[config.mk]
export PLATFORM = sky130hd
export DESIGN_NAME = pixel_format_to_bgra8
export DESIGN_NICKNAME = d
export VERILOG_FILES = /design/src/rtl/pf2b_pkg.sv /design/src/rtl/pixel_format_to_bgra8.sv /design/src/rtl/pf2b_half_cvt.sv
export SDC_FILE = /design/constraint.sdc
export NUM_CORES = 1
export LEC_CHECK = 0
export ABC_AREA = 1
export BUFFER_PORTS_ARGS = -buffer_cell sky130_fd_sc_hd__buf_4
export CORE_MARGIN = 10
export CORE_UTILIZATION = 33
export CTS_CLUSTER_SIZE = 14
export DETAILED_ROUTE_END_ITERATION = 12
export GPL_TIMING_DRIVEN = 0
export PLACE_DENSITY_LB_ADDON = 0.25
export SETUP_SLACK_MARGIN = 0.5
export SKIP_LAST_GASP = 1
export SLEW_MARGIN = 20
export SYNTH_ARGS = -nofsm -noshare
export SYNTH_HDL_FRONTEND = slang
export SYNTH_SLANG_ARGS = --single-unit
[constraint.sdc]
create_clock -name clk_i -period 6.8 [get_ports clk_i]
set_clock_uncertainty 0.1 [all_clocks]
set_input_delay 0.34 -clock clk_i [delete_from_list [all_inputs] [get_ports clk_i]]
set_output_delay 0.34 -clock clk_i [all_outputs]
set_load 0.01 [all_outputs]
[src/rtl/pf2b_pkg.sv]
package pf2b_pkg;

  // source pixel layouts selected by the format register
  typedef enum logic [1:0] {
    FMT_BGRA8   = 2'd0,
    FMT_RGBA8   = 2'd1,
    FMT_RGB10A2 = 2'd2,
    FMT_RGBA16F = 2'd3
  } src_fmt_e;

  localparam int unsigned PixelWidth = 64;
  localparam int unsigned ChanWidth  = 8;
  localparam int unsigned HalfWidth  = 16;

  // all-ones half exponent marks infinity and nan
  localparam logic [4:0] HalfExpSpecial = 5'h1F;
  // biased exponent of 1.0
  localparam logic [4:0] HalfExpOne     = 5'd15;
  // right shift base: value = (1024+m) * 2^(e-25)
  localparam logic [4:0] HalfShiftBase  = 5'd25;

  localparam logic [ChanWidth-1:0] ChanZero = '0;
  localparam logic [ChanWidth-1:0] ChanFull = '1;

endpackage

[src/rtl/pixel_format_to_bgra8.sv]
// a pixel taken at a clock edge is held in the input register, converted, and held in the
//   result register while its strobe is raised; the receiver takes it while the strobe is high
// throughput: one pixel per clock; input register and result register with one
//   conversion stage between them, so busy stays low
// results are strobed for one cycle and cannot be stalled by the receiver
// reset (rst_ni low, asynchronous) drops pixels in flight and sets the format to bgra8
module pixel_format_to_bgra8 (
  input  logic                                clk_i,
  input  logic                                rst_ni,
  input  logic                                start,
  output logic                                busy,
  input  logic [pf2b_pkg::PixelWidth-1:0]     pixel_word_i,
  input  logic                                cfg_valid_i,
  output logic                                cfg_ready_o,
  input  logic [1:0]                          cfg_data_i,
  output logic                                out_strobe_o,
  output logic [pf2b_pkg::ChanWidth-1:0]      blue_o,
  output logic [pf2b_pkg::ChanWidth-1:0]      green_o,
  output logic [pf2b_pkg::ChanWidth-1:0]      red_o,
  output logic [pf2b_pkg::ChanWidth-1:0]      alpha_o
);

  pf2b_pkg::src_fmt_e                  fmt_q;
  logic                                in_valid_q;
  logic [pf2b_pkg::PixelWidth-1:0]     pixel_q;
  logic [pf2b_pkg::ChanWidth-1:0]      half_r;
  logic [pf2b_pkg::ChanWidth-1:0]      half_g;
  logic [pf2b_pkg::ChanWidth-1:0]      half_b;
  logic [pf2b_pkg::ChanWidth-1:0]      blue_d, green_d, red_d;
  logic [pf2b_pkg::ChanWidth-1:0]      blue_q, green_q, red_q;
  logic                                strobe_q;

  assign busy        = 1'b0;
  assign cfg_ready_o = 1'b1;

  // format register
  always_ff @(posedge clk_i or negedge rst_ni) begin
    if (!rst_ni) begin
      fmt_q <= pf2b_pkg::FMT_BGRA8;
    end else if (cfg_valid_i && cfg_ready_o) begin
      fmt_q <= pf2b_pkg::src_fmt_e'(cfg_data_i);
    end
  end

  // input stage control
  always_ff @(posedge clk_i or negedge rst_ni) begin
    if (!rst_ni) begin
      in_valid_q <= 1'b0;
      strobe_q   <= 1'b0;
    end else begin
      in_valid_q <= start && !busy;
      strobe_q   <= in_valid_q;
    end
  end

  // input stage payload
  always_ff @(posedge clk_i) begin
    if (start && !busy) begin
      pixel_q <= pixel_word_i;
    end
  end

  // half float channels
  pf2b_half_cvt u_half_r (.half_i(pixel_q[15:0]),  .unorm_o(half_r));
  pf2b_half_cvt u_half_g (.half_i(pixel_q[31:16]), .unorm_o(half_g));
  pf2b_half_cvt u_half_b (.half_i(pixel_q[47:32]), .unorm_o(half_b));

  // channel selection per source format
  always_comb begin
    unique case (fmt_q)
      pf2b_pkg::FMT_RGBA8: begin
        red_d   = pixel_q[7:0];
        green_d = pixel_q[15:8];
        blue_d  = pixel_q[23:16];
      end
      pf2b_pkg::FMT_RGB10A2: begin
        red_d   = pixel_q[9:2];
        green_d = pixel_q[19:12];
        blue_d  = pixel_q[29:22];
      end
      pf2b_pkg::FMT_RGBA16F: begin
        red_d   = half_r;
        green_d = half_g;
        blue_d  = half_b;
      end
      default: begin
        blue_d  = pixel_q[7:0];
        green_d = pixel_q[15:8];
        red_d   = pixel_q[23:16];
      end
    endcase
  end

  // result register
  always_ff @(posedge clk_i) begin
    if (in_valid_q) begin
      blue_q  <= blue_d;
      green_q <= green_d;
      red_q   <= red_d;
    end
  end

  assign out_strobe_o = strobe_q;
  assign blue_o       = blue_q;
  assign green_o      = green_q;
  assign red_o        = red_q;
  assign alpha_o      = pf2b_pkg::ChanFull;

endmodule

[src/rtl/pf2b_half_cvt.sv]
module pf2b_half_cvt (
  input  logic [pf2b_pkg::HalfWidth-1:0] half_i,
  output logic [pf2b_pkg::ChanWidth-1:0] unorm_o
);

  logic        sign;
  logic [4:0]  expo;
  logic [9:0]  mant;
  logic [10:0] signif;
  logic [18:0] prod;
  logic [4:0]  shamt;
  logic [23:0] rnd;
  logic [23:0] sum;
  logic [23:0] scaled;

  assign sign = half_i[15];
  assign expo = half_i[14:10];
  assign mant = half_i[9:0];

  // significand times 255 as (x << 8) - x
  assign signif = {1'b1, mant};
  assign prod   = {signif, 8'h00} - {8'h00, signif};

  // round half up, then shift by 25 - e (11 to 24 for normal values below one)
  assign shamt  = pf2b_pkg::HalfShiftBase - expo;
  assign rnd    = 24'd1 << (shamt - 5'd1);
  assign sum    = {5'b0, prod} + rnd;
  assign scaled = sum >> shamt;

  // clamp to [0,1]; nan, negatives, zero and denormals give zero
  always_comb begin
    priority if (sign || expo == 5'd0) begin
      unorm_o = pf2b_pkg::ChanZero;
    end else if (expo == pf2b_pkg::HalfExpSpecial) begin
      unorm_o = (mant != 10'd0) ? pf2b_pkg::ChanZero : pf2b_pkg::ChanFull;
    end else if (expo >= pf2b_pkg::HalfExpOne) begin
      unorm_o = pf2b_pkg::ChanFull;
    end else begin
      unorm_o = scaled[7:0];
    end
  end

endmodule

== After elaboration in Yosys (flattened, before gate mapping) ==
Index checks and enable logic that the tools add are counted.

* Input bits: 70
* Output and inout port bits: 35
* Flip-flop bits (word level): 76
* Word-level logic and storage cells: 58

* $add $sub $neg: 12
* Equal/unequal tests: 6
* Magnitude comparators: 3
* Reductions and logical operators: 9
* Shift-type cells: 6
* Muxes and demuxes: 15

{| class="wikitable"
|+ Operators with widths
! cell !! count
|-
| $mux 8 || 12
|-
| $add 19x24->24 || 3
|-
| $shl 1x5->24 const A || 3
|-
| $shr 24x5->8 || 3
|-
| $sub 19x11->19 || 3
|-
| $pmux 8 s3 || 2
|-
| $reduce_bool 10->1 || 3
|-
| $pmux 8 s2 || 1
|-
| $eq 5x5->1 const B || 3
|-
| $ge 5x4->1 const B || 3
|-
| $logic_not 5->1 || 3
|-
| $sub 5x1->5 const B || 3
|-
| $sub 5x5->5 const A || 3
|-
| $eq 2x2->1 const B || 2
|-
| $logic_or 1x1->1 || 3
|-
| $eq 2x1->1 const B || 1
|}

== Depth between registers and ports, before layout ==
Gate-level depths: netlist of run 1.

* Depth after elaboration: 9
* Gate-level depth with buffers: 35
* Mapped depth without buffers: 33

== Modules after synthesis ==
From an unflattened synthesis of run 1, not the netlist that was laid out.

* Cell total of the unflattened synthesis: 2045
* Area, all modules: 12141.6 um2

{| class="wikitable"
|+ Modules (own cells, without submodules)
! module !! cells an instance !! instances !! sequential area each (um2) !! area each (um2)
|-
| pixel_format_to_bgra8 || 222 || 1 || 2262.2 || 3056.7
|-
| pf2b_half_cvt at u_half_b || 609 || 1 || 0.0 || 3037.9
|-
| pf2b_half_cvt at u_half_g || 609 || 1 || 0.0 || 3030.4
|-
| pf2b_half_cvt at u_half_r || 605 || 1 || 0.0 || 3016.6
|}

== Least setup slack after synthesis of run 1 ==
OpenSTA, ideal clock, no wires.

* Kind: register to register
* From: register pixel_q[11] in the netlist's numbering
* To: register red_q (netlist bit red_o[4]) (data pin)
* Cell stages (with the launch flop): 30
* Data arrival time: 4.141 ns
* Data required time: 6.436 ns
* Path slack: 2.296 ns
* Setup time: 0.264 ns
* Period minus slack after synthesis: 4.504 ns
* Path buffers: 5
* Path through: edfxtp_1 > buf_4 > inv_4 > clkbuf_1 > ha_1 > buf_2 > inv_1 > clkbuf_1 > buf_1 > nand3_1 > nor2_1 > ha_1 > inv_1 > fa_1 > inv_1 > nand3_1 > nand2_1 > nand2_1 > nand2_1 > nand3_1 > nand2_1 > nand2_1 > nand3_1 > nand3_1 > nand3_1 > nand3_1 > nand2_1 > nand2_1 > nand2_1 > nand4_1

* Word-level cells in the longest chain between the ends: 9
* Elaborated cells on any way between the ends: 13
* Classes of those cells: add/sub (3); order compare (1); eq/ne (1); shift (2); mux (4); reduce/logical (2)

{| class="wikitable"
|+ Ends and longest elaborated chain
! what !! line !! RTL
|-
| start, declared || pixel_format_to_bgra8.sv:25 || <nowiki>logic [pf2b_pkg::PixelWidth-1:0] pixel_q;</nowiki>
|-
| start signal, assigned || pixel_format_to_bgra8.sv:59 || <nowiki>pixel_q <= pixel_word_i;</nowiki>
|-
| $sub 5x5->5 || pf2b_half_cvt.sv:25 || <nowiki>assign shamt = pf2b_pkg::HalfShiftBase - expo;</nowiki>
|-
| $sub 5x1->5 || pf2b_half_cvt.sv:26 || <nowiki>assign rnd = 24'd1 << (shamt - 5'd1);</nowiki>
|-
| $shl 1x5->24 || pf2b_half_cvt.sv:26 ||
|-
| $add 19x24->24 || pf2b_half_cvt.sv:27 || <nowiki>assign sum = {5'b0, prod} + rnd;</nowiki>
|-
| $shr 24x5->8 || pf2b_half_cvt.sv:28 || <nowiki>assign scaled = sum >> shamt;</nowiki>
|-
| $mux 8 || pf2b_half_cvt.sv:36 || <nowiki>end else if (expo >= pf2b_pkg::HalfExpOne) begin</nowiki>
|-
| $mux 8 || pf2b_half_cvt.sv:34 || <nowiki>end else if (expo == pf2b_pkg::HalfExpSpecial) begin</nowiki>
|-
| $mux 8 * || pf2b_half_cvt.sv:32 || <nowiki>priority if (sign || expo == 5'd0) begin</nowiki>
|-
| $pmux 8 s3 * || pixel_format_to_bgra8.sv:70 || <nowiki>unique case (fmt_q)</nowiki>
|-
| via red_d (one bit) || pixel_format_to_bgra8.sv:29 || <nowiki>logic [pf2b_pkg::ChanWidth-1:0] blue_d, green_d, red_d;</nowiki>
|-
| end signal, assigned || pixel_format_to_bgra8.sv:99 || <nowiki>red_q <= red_d;</nowiki>
|-
| end, declared || pixel_format_to_bgra8.sv:30 || <nowiki>logic [pf2b_pkg::ChanWidth-1:0] blue_q, green_q, red_q;</nowiki>
|}

Mark *: on every way through the listed nets, which the timed path passes. The rest lies on a longest branch.
A chain may end at the register's enable or synchronous reset.

== Final worst setup path of run 1 ==
Same ends and word-level chain as after synthesis.

==> results of run 1 <==
## routing by layer
layer  global-route usage, %  wire, um
met3                    3.18      2930
met5                       0         0
met2                    33.2     19800
met1                    26.3     19700
met4                    5.79       977
## cell families after synthesis
logic type	synth area share, %
AOI/OAI and AO/OA	6.91
DFF	19.7
buffers and inverters	12.0
adders and majority gates	8.70
other	0.0654
and+or+nand+nor	49.4
xor gates and xnor gates	3.21
## layout make-up
| cell class | instances | share of cell area [%] |
|---|---|---|
| Buffer | 67 | 2.53 |
| Inverter | 280 | 8.11 |
| Timing Repair Buffer | 79 | 4.58 |
| Multi-Input combinational cell | 1569 | 60.6 |
| Clock inverter | 5 | 0.462 |
| Clock buffer | 11 | 1.87 |
| Sequential cell | 76 | 17.4 |
| Tap cell | 455 | 4.38 |
## critical path, delay by kind of cell (launching register included)
kind,cells,cell delay (ps)
buffers and inverters,9,2130
and+or+nand+nor,17,1900
adders and majority gates,3,1040
DFF,1,400
## synthesized netlist by cell type (2+ instances only)
cell,count,area share [%]
sky130_fd_sc_hd__buf_1,13,0.43
sky130_fd_sc_hd__inv_2,11,0.36
sky130_fd_sc_hd__edfxtp_1,72,19
sky130_fd_sc_hd__o22ai_1,11,0.60
sky130_fd_sc_hd__a31oi_1,4,0.22
sky130_fd_sc_hd__xor2_1,22,1.7
sky130_fd_sc_hd__a22oi_1,2,0.13
sky130_fd_sc_hd__fa_1,3,0.52
sky130_fd_sc_hd__or2_2,3,0.16
sky130_fd_sc_hd__nor4_1,9,0.49
sky130_fd_sc_hd__nor3_1,39,1.7
sky130_fd_sc_hd__nand2_1,674,22
sky130_fd_sc_hd__xnor2_1,15,1.1
sky130_fd_sc_hd__o21ai_1,3,0.13
sky130_fd_sc_hd__nand3_1,343,15
sky130_fd_sc_hd__nand3_2,6,0.52
sky130_fd_sc_hd__buf_4,13,0.85
sky130_fd_sc_hd__nand2_2,11,0.60
sky130_fd_sc_hd__nor2_1,155,5.1
sky130_fd_sc_hd__clkbuf_1,29,0.95
sky130_fd_sc_hd__inv_1,268,8.8
sky130_fd_sc_hd__a311oi_1,2,0.15
sky130_fd_sc_hd__buf_2,10,0.44
sky130_fd_sc_hd__conb_1,2,0.065
sky130_fd_sc_hd__o21a_1,2,0.13
sky130_fd_sc_hd__and2_1,3,0.16
sky130_fd_sc_hd__nand4_1,41,2.2
sky130_fd_sc_hd__ha_1,75,8.2
sky130_fd_sc_hd__nor4_4,2,0.37
sky130_fd_sc_hd__o21ai_0,30,1.3
sky130_fd_sc_hd__nand3b_1,10,0.65
sky130_fd_sc_hd__a21oi_1,68,3.0
sky130_fd_sc_hd__o211ai_1,8,0.52
sky130_fd_sc_hd__dfrtp_1,4,0.87
sky130_fd_sc_hd__buf_6,2,0.20
sky130_fd_sc_hd__nor2_2,2,0.11
## state kept, by name (all words and copies together), names as in the netlist
register and flops:
pixel_q 48, red_o 8, out_strobe_o 1, fmt_q 2, green_o 8, blue_o 8, in_valid_q 1
## stage by stage
stage | hold slack [ps] | instance area (um^2)
final | 34.4 | 13000
after detailed placement | 45.0 | 12700
after global placement | 44.0 | 12700
after floorplan | -55.6 | 11500
after global routing | 31.0 | 13000
after CTS | 28.4 | 13000
## worst max-delay path by stage
stage / slack (ps) / from / end
after floorplan: 2300 / pixel_q[11]$_DFFE_PP_ / red_o[4]$_DFFE_PP_
after global placement: 870 / pixel_q[11]$_DFFE_PP_ / red_o[4]$_DFFE_PP_
after detailed placement: 830 / pixel_q[11]$_DFFE_PP_ / red_o[4]$_DFFE_PP_
after CTS: 810 / pixel_q[11]$_DFFE_PP_ / red_o[4]$_DFFE_PP_
after global routing: 520 / pixel_q[11]$_DFFE_PP_ / red_o[4]$_DFFE_PP_
final: 900 / pixel_q[11]$_DFFE_PP_ / red_o[4]$_DFFE_PP_
## timing repair
action,in CTS,in global routing
hold buffers,1,0
endpoints found under the setup margin,0,7
hold endpoints to repair,4,0
gates resized for setup,0,1
## power by group through the flow
| stage | Sequential, W | Clock [W] | Combinational (W) |
|---|---|---|---|
| 4_1_cts | 0.000612 | 0.000527 | 0.00119 |
| 5_1_grt | 0.000617 | 0.000546 | 0.00135 |
| 6_report | 0.000613 | 0.000517 | 0.00121 |
| 3_5_place_dp | 0.000622 | 0 | 0.00119 |
| 3_3_place_gp | 0.000621 | 0 | 0.00118 |
| 2_1_floorplan | 0.000610 | 0 | 0.000826 |
==> results.txt, run 1 <==
The run finished with clean final reports. The final worst setup slack is 905 ps. The number of distinct library cell variants in the gate-level netlist after synthesis is 53. At the end of routability-driven placement, the weighted congestion stood at 0.977. The cell with the largest stage delay on the worst path is sky130_fd_sc_hd__clkbuf_1. The antenna diode instance count came out at 0.

In the final routed layout, each cell accounts on average for 17.1 um. In this run, the number of DRC markers left after iteration 0 of detailed routing was 1252. The H-tree depth is 3. The final cell count without fillers is 2542.

The proportion of synthesized chip area in sequential cells came out at 19.7%. The multi-input gate area in the final layout is 0.00788 mm^2. Pin placement for this block handled 105 I/O pins. In this run, the clock network consumes 22.1% of the power. The clock passes through at most 2 buffers.

The number of optimization iterations in the first detailed-route pass is 6. The pin count of the biggest net entering global routing came out at 50. The wire length of the first global-routing pass came out at 67300 um. The worst hold path stage count came out at 1.

The worst hold path begins at pixel_word_i[10]. The number of warning messages in the yosys log is 0. The share of flip-flops with an asynchronous set or reset after synthesis came out at 5.26%. CTS saw 76 sinks. For this run the aggregate overflow at the end of global routing stands at 0. The clock-pin slew on the worst setup and hold paths is 70 ps. The total power of the final layout came out at 0.00234 W. The count of pins over their slew limit is 0. The clock root buffer is sky130_fd_sc_hd__clkbuf_16.

The number of design rule violations left after detail routing is 0. The number of global-route vias before repair is 12500. In the final layout, flip-flops and latches occupy 0.00226 mm^2. The worst setup path is of the reg -> reg kind. The required time of the critical path is 6760 ps. The layout-stage area growth over the synthesis result came out at 13.2%. The relative contribution of sequential cells to total power is 26.1%. The library cell used most frequently in the layout, excluding fill and tap cells, is sky130_fd_sc_hd__nand2_1.

The all-layer global routing usage came out at 20.1%. The internal power summed over all cells is 0.00125 W. Counting cells, the worst reg-to-reg path comes to 29. STA classifies the critical path endpoint as a register. The number of hold violations in the final report is 0. The CTS tree is done. The tool flagged a number of max-cap violations equal to 0. The critical path startpoint category is a register.

The total of flip-flops plus latches after synthesis is 76. After the last flow step, the layout net total stands at 2230. The number of I/O port buffers is 78. In this design, the stage delay of the slowest critical-path cell is 470 ps.

The number of placed instances, taps included came out at 2525. The starting density of the core is 33.3%. At the worst endpoint, the arrival time is 5850 ps.

The post-CTS setup repair buffer count came out at 0. The post-route netlist has 7.86% of its cells at a drive strength greater than 1. The core region is 0.0345 mm^2.

In this run the power density over the cells is 181 mW/mm^2. At the pin with the least slew margin, the transition time is 950 ps. The total negative slack is 0 ps. Setup repair after global routing left no endpoint under its margin.

The combinational power share is 51.8%. By instance count, the cell type seen most on the critical path is sky130_fd_sc_hd__nand2_1. The setup slack at placement came out at 829 ps. The post-route fraction of the period consumed by the critical path came out at 86.7%. Based on the critical path, the design can be clocked at up to 170 MHz.

The endpoint identified for the worst register-to-register timing path is red_o[4]$_DFFE_PP_. The switching power of the nets is 0.00109 W. In this run the critical register-to-register path is launched from pixel_q[11]$_DFFE_PP_. The die covers 0.0426 mm^2. The worst relative slew slack came out at 36.3%. The static leakage power is 6.75 nW. The count of final setup violators came out at 0. The wire length reported by the detailed router is 43500 um. Net switching is 46.5% of the power. The peak supply drop came out at 0.000140 V. Leaving out fill and tap cells, the most frequent cells in the layout are 674 x sky130_fd_sc_hd__nand2_1, 343 x sky130_fd_sc_hd__nand3_1, 268 x sky130_fd_sc_hd__inv_1. In this run the worst hold path is classified as in -> reg. Summed over all nets, the half-perimeter wirelength after detailed placement is 36600 um.

The most used flip-flop cell after synthesis is sky130_fd_sc_hd__edfxtp_1. The number of filler cells placed in the layout came out at 3899. The number of vias per cell is 5.26.

The residual antenna-violating net count after detailed routing is 0. The die width is 206 um. The total via count after detailed routing is 13400.

The final critical-path required period came out at 5900 ps. The synthesized area divided by synthesized cell count is 5.78 um^2. The initial antenna violation count came to 0. The capture endpoint of the worst hold path is pixel_q[10]$_DFFE_PP_.

The source-to-sink clock delay at the later pin of the worst-skew pair is 380 ps. In this run, CTS created clock tree buffers numbering 9. In the synthesized netlist, the number of instances is 1984.

The reg-to-reg setup timing slack came out at 900 ps. The biggest fanout along the worst timing path is 11. The final design utilization came out at 37.7%. The number of rows in the core area is 68. Measured along the y axis, the die boundary spans 206 um. Summing every instance area after synthesis gives 0.0115 mm^2. In this run, synthesis inferred 72 flip-flops with an integrated enable.
Power figures use the tool's default switching activity.
==> run 2: changes to the inputs <==
- ABC_AREA: 1 -> default
==> run 2 against run 1 <==
Compared with the run above: sequential power decreased by 1%; power decreased by 7.5%; critical path depth decreased by 7; non-clock buffer count increased by 7; setup slack got worse by 130 ps.
==> results.txt, run 2 <==
The multiplexer fraction of the synthesized cell area came out at 6.45%. At the end of the flow, the number of nets in the layout was 1510. The length in cells of the worst reg-to-reg path came out at 22. The adder-cell share of the synthesized area is 10.0%. The number of violations reported at the end of detailed-routing iteration 0 is 972. In this run the deepest clock path goes through 2 buffers.

The number of filler cells placed in the layout is 3093. The number of enable-type register cells in the synthesized netlist came out at 72. The number of warning messages in the yosys log came out at 0. The count of pins over their slew limit is 0. The CTS tree is done. The cell area after synthesis came out at 0.00997 mm^2. The pin count of the biggest net entering global routing is 50. The count of nets left with antenna violations once routing finished came out at 0. The sink count of the clock tree is 76. For the finished layout, the period the worst path requires is 6030 ps. Once the floorplan was initialized, standard cells occupied 33.6% of the core.

The count of max-cap constraint violations came out at 0. The final global-route overflow total came out at 0. The synthesized area divided by synthesized cell count is 7.89 um^2. The compound-cell area share of the yosys netlist is 26.2%. The number of clock buffers added by TritonCTS is 9. The number of I/O port buffers is 78. The number of global-route vias before repair was 9705. Ranked by instance count, the synthesized netlist is headed by 129 x sky130_fd_sc_hd__nor2_1, 115 x sky130_fd_sc_hd__nand2_1, 102 x sky130_fd_sc_hd__a21oi_1. In the final timing run, aggregate negative setup slack is 0 ps. The top cell types in the final layout, fill and taps aside, are 129 x sky130_fd_sc_hd__nor2_1, 115 x sky130_fd_sc_hd__nand2_1, 101 x sky130_fd_sc_hd__a21oi_1. For the worst-skew pair, the clock arrives at the later sink with an insertion delay of 360 ps. Yosys instantiated no cell more often than sky130_fd_sc_hd__nor2_1. Among all flip-flop cells after synthesis, the most frequent one is sky130_fd_sc_hd__edfxtp_1. The biggest fanout along the worst timing path came out at 11. The die width is 194 um. The worst relative slew slack is 42.0%. By area, the combinational part of the netlist is dominated by compound AO/OA/AOI/OAI gates. The worst setup path is launched from a register. The achievable clock frequency came out at 166 MHz.

The multi-input gate area in the final layout is 0.00725 mm^2. The worst hold path stage count came out at 1. The parity-gate share of the synthesized area counting xor and xnor cells is 9.05%. The antenna diode instance count is 0. Once placement finished, the instance area stood at 0.0111 mm^2. The number of optimization iterations in the first detailed-route pass came out at 5. The post-CTS setup repair buffer count is 0.

The number of design rule violations left after detail routing came out at 0. Data arrives at the worst endpoint at 6020 ps. The number of placed instances, taps included is 1740.

Setup repair after global routing could not meet its margin everywhere. The min-delay analysis places its worst path in the category in -> reg. The required time of the critical path is 6790 ps. In this run the core area contains 63 standard-cell rows.

The I/O pin count is 105. In the final layout, flip-flops and latches occupy 0.00226 mm^2. The proportion of synthesized chip area in sequential cells came out at 22.7%. The final routed wire length divided by cell count is 19.3 um. The fraction of final layout cells with drive strength greater than 1 is 11.7%. The layout-stage area growth over the synthesis result is 14.3%. The H-tree depth is 3. The clock-pin slew on the worst setup and hold paths is 70 ps. Across all layers, the routed design uses 10100 vias. The number of flip-flops under the largest register name came out at 48. Yosys attributes the largest share of cell area to sky130_fd_sc_hd__edfxtp_1 22%, sky130_fd_sc_hd__ha_1 9.4%, sky130_fd_sc_hd__xnor2_1 5.2%. Of the total synthesized cell area, the portion taken by AND, OR, NAND and NOR gates is 20.3%. The largest total area in the synthesized netlist belongs to sky130_fd_sc_hd__edfxtp_1. The initial antenna violation count is 0. The power density relative to cell area is 190 mW/mm^2.

The total of flip-flops plus latches after synthesis is 76. The static leakage power came out at 4.60 nW. The share of flip-flops with an asynchronous set or reset after synthesis is 5.26%.

The die footprint is 0.0376 mm^2. The slew at the pin closest to its max-slew limit came out at 864 ps. VDD sags by at most 0.000117 V. The first global-routing pass estimated 53600 um of wire. The proportion of netlist area held by the largest area contributor came out at 21.7%. The number of vias per cell is 5.75. The detailed-placement wirelength estimate came out at 27100 um.

The number of hold violations in the final report was 0. Global routing used 17.3% of the available tracks across all layers. The routability-driven placement congestion ratio came out at 0.924. Leaving out fill and tap cells, the most frequent cell in the layout is sky130_fd_sc_hd__nor2_1. The wire length reported by the detailed router came out at 34000 um. Of the available clock period, the critical path in the final layout requires 88.7%. Counting flops per register, the top entry is pixel_q. The run finished with clean final reports.

The cell area after layout came out at 0.0114 mm^2. Measured along the y axis, the die boundary spans 194 um. The startpoint-to-endpoint class of the critical path is reg -> reg. CTS placed an instance of sky130_fd_sc_hd__clkbuf_16 at the clock tree root. The final cell count without fillers is 1757. The total core area came out at 0.0297 mm^2. Once layout is complete, the utilization of the core stands at 38.4%. Setup violations remaining at the end of the flow were counted as 0.

The cell count after synthesis came out at 1264. STA classifies the critical path endpoint as a register. The number of distinct library cell variants in the gate-level netlist after synthesis is 88.
-- run 2: layer usage --
metal | vias up | share of wire, % | GRT usage (%)
li1 | 4885 | - | -
met5 | - | 0 | 0
met1 | 4779 | 45 | 23.0
met2 | 387 | 46 | 28.2
met4 | 0 | 2.5 | 5.45
met3 | 54 | 5.8 | 2.40
-- run 2: cell type report --
type / count / share of cell area, %
Tap cell: 390 / 4.28
Clock inverter: 5 / 0.318
Multi-Input combinational cell: 1069 / 63.6
Inverter: 53 / 1.75
Buffer: 74 / 2.84
Timing Repair Buffer: 79 / 5.23
Clock buffer: 11 / 2.13
Sequential cell: 76 / 19.9
-- run 2: where the power goes --
part / total [W] / leakage [nW] / internal (W) / switching (W)
clock: 0.000479 / 0.128 / 0.000258 / 0.000221
sequential: 0.000607 / 0.754 / 0.000567 / 0.0000400
combinational: 0.00108 / 3.72 / 0.000407 / 0.000675
-- run 2: cells by family (layout without fill, tap and decap cells) --
family	after synthesis	count (layout)
AND/OR/NAND/NOR	432	432
AO/OA/AOI/OAI	391	391
buffers and inverters	127	222
XOR/XNOR	103	103
adder cells (fa/ha/maj)	78	78
flip-flops	76	76
multiplexers	55	55
other	2	10
-- run 2: final timing paths --
kind,start,to,slack [ps]
worst max register to register,pixel_q[27]$_DFFE_PP_,green_o[3]$_DFFE_PP_,770
worst max-delay path,pixel_q[27]$_DFFE_PP_,green_o[3]$_DFFE_PP_,770
worst min-delay path,pixel_word_i[34],pixel_q[34]$_DFFE_PP_,50
max in group asynchronous,rst_ni,in_valid_q$_DFF_PN0_,6280
min in group asynchronous,rst_ni,in_valid_q$_DFF_PN0_,210
worst min register to register,pixel_q[15]$_DFFE_PP_,green_o[7]$_DFFE_PP_,650
-- run 2: what timing repair did --
action	CTS	global route
resized for setup	2	10
pin swaps	0	0
setup endpoints to repair	2	13
hold endpoints to repair	4	0
hold buffers	1	0
-- run 2: critical path: stages (launching register included) --
cell and delay [ps]:
sky130_fd_sc_hd__edfxtp_1 360, sky130_fd_sc_hd__clkbuf_1 320, sky130_fd_sc_hd__inv_2 170, sky130_fd_sc_hd__clkbuf_2 260, sky130_fd_sc_hd__ha_1 370, sky130_fd_sc_hd__clkinv_1 250
sky130_fd_sc_hd__nand2_1 320, sky130_fd_sc_hd__or3_1 150, sky130_fd_sc_hd__a21oi_1 70, sky130_fd_sc_hd__nor2_1 280, sky130_fd_sc_hd__nor2_1 90, sky130_fd_sc_hd__ha_1 290
sky130_fd_sc_hd__clkbuf_1 270, sky130_fd_sc_hd__nand4_1 170, sky130_fd_sc_hd__nor3b_1 270, sky130_fd_sc_hd__a21oi_2 150, sky130_fd_sc_hd__o41ai_4 490, sky130_fd_sc_hd__a31oi_1 170
sky130_fd_sc_hd__xnor2_1 200, sky130_fd_sc_hd__mux2_2 300, sky130_fd_sc_hd__a221oi_2 310, sky130_fd_sc_hd__o221ai_1 180, sky130_fd_sc_hd__o21bai_1 200
-- run 2: stage by stage --
step	hold WS (ps)	setup slack [ps]	power [W]
global route	42.1	483	0.00230
floorplan	-55.6	1770	0.00135
finish	49.2	771	0.00217
detailed placement	40.0	394	0.00167
global placement	38.3	347	0.00167
CTS	37.6	434	0.00216
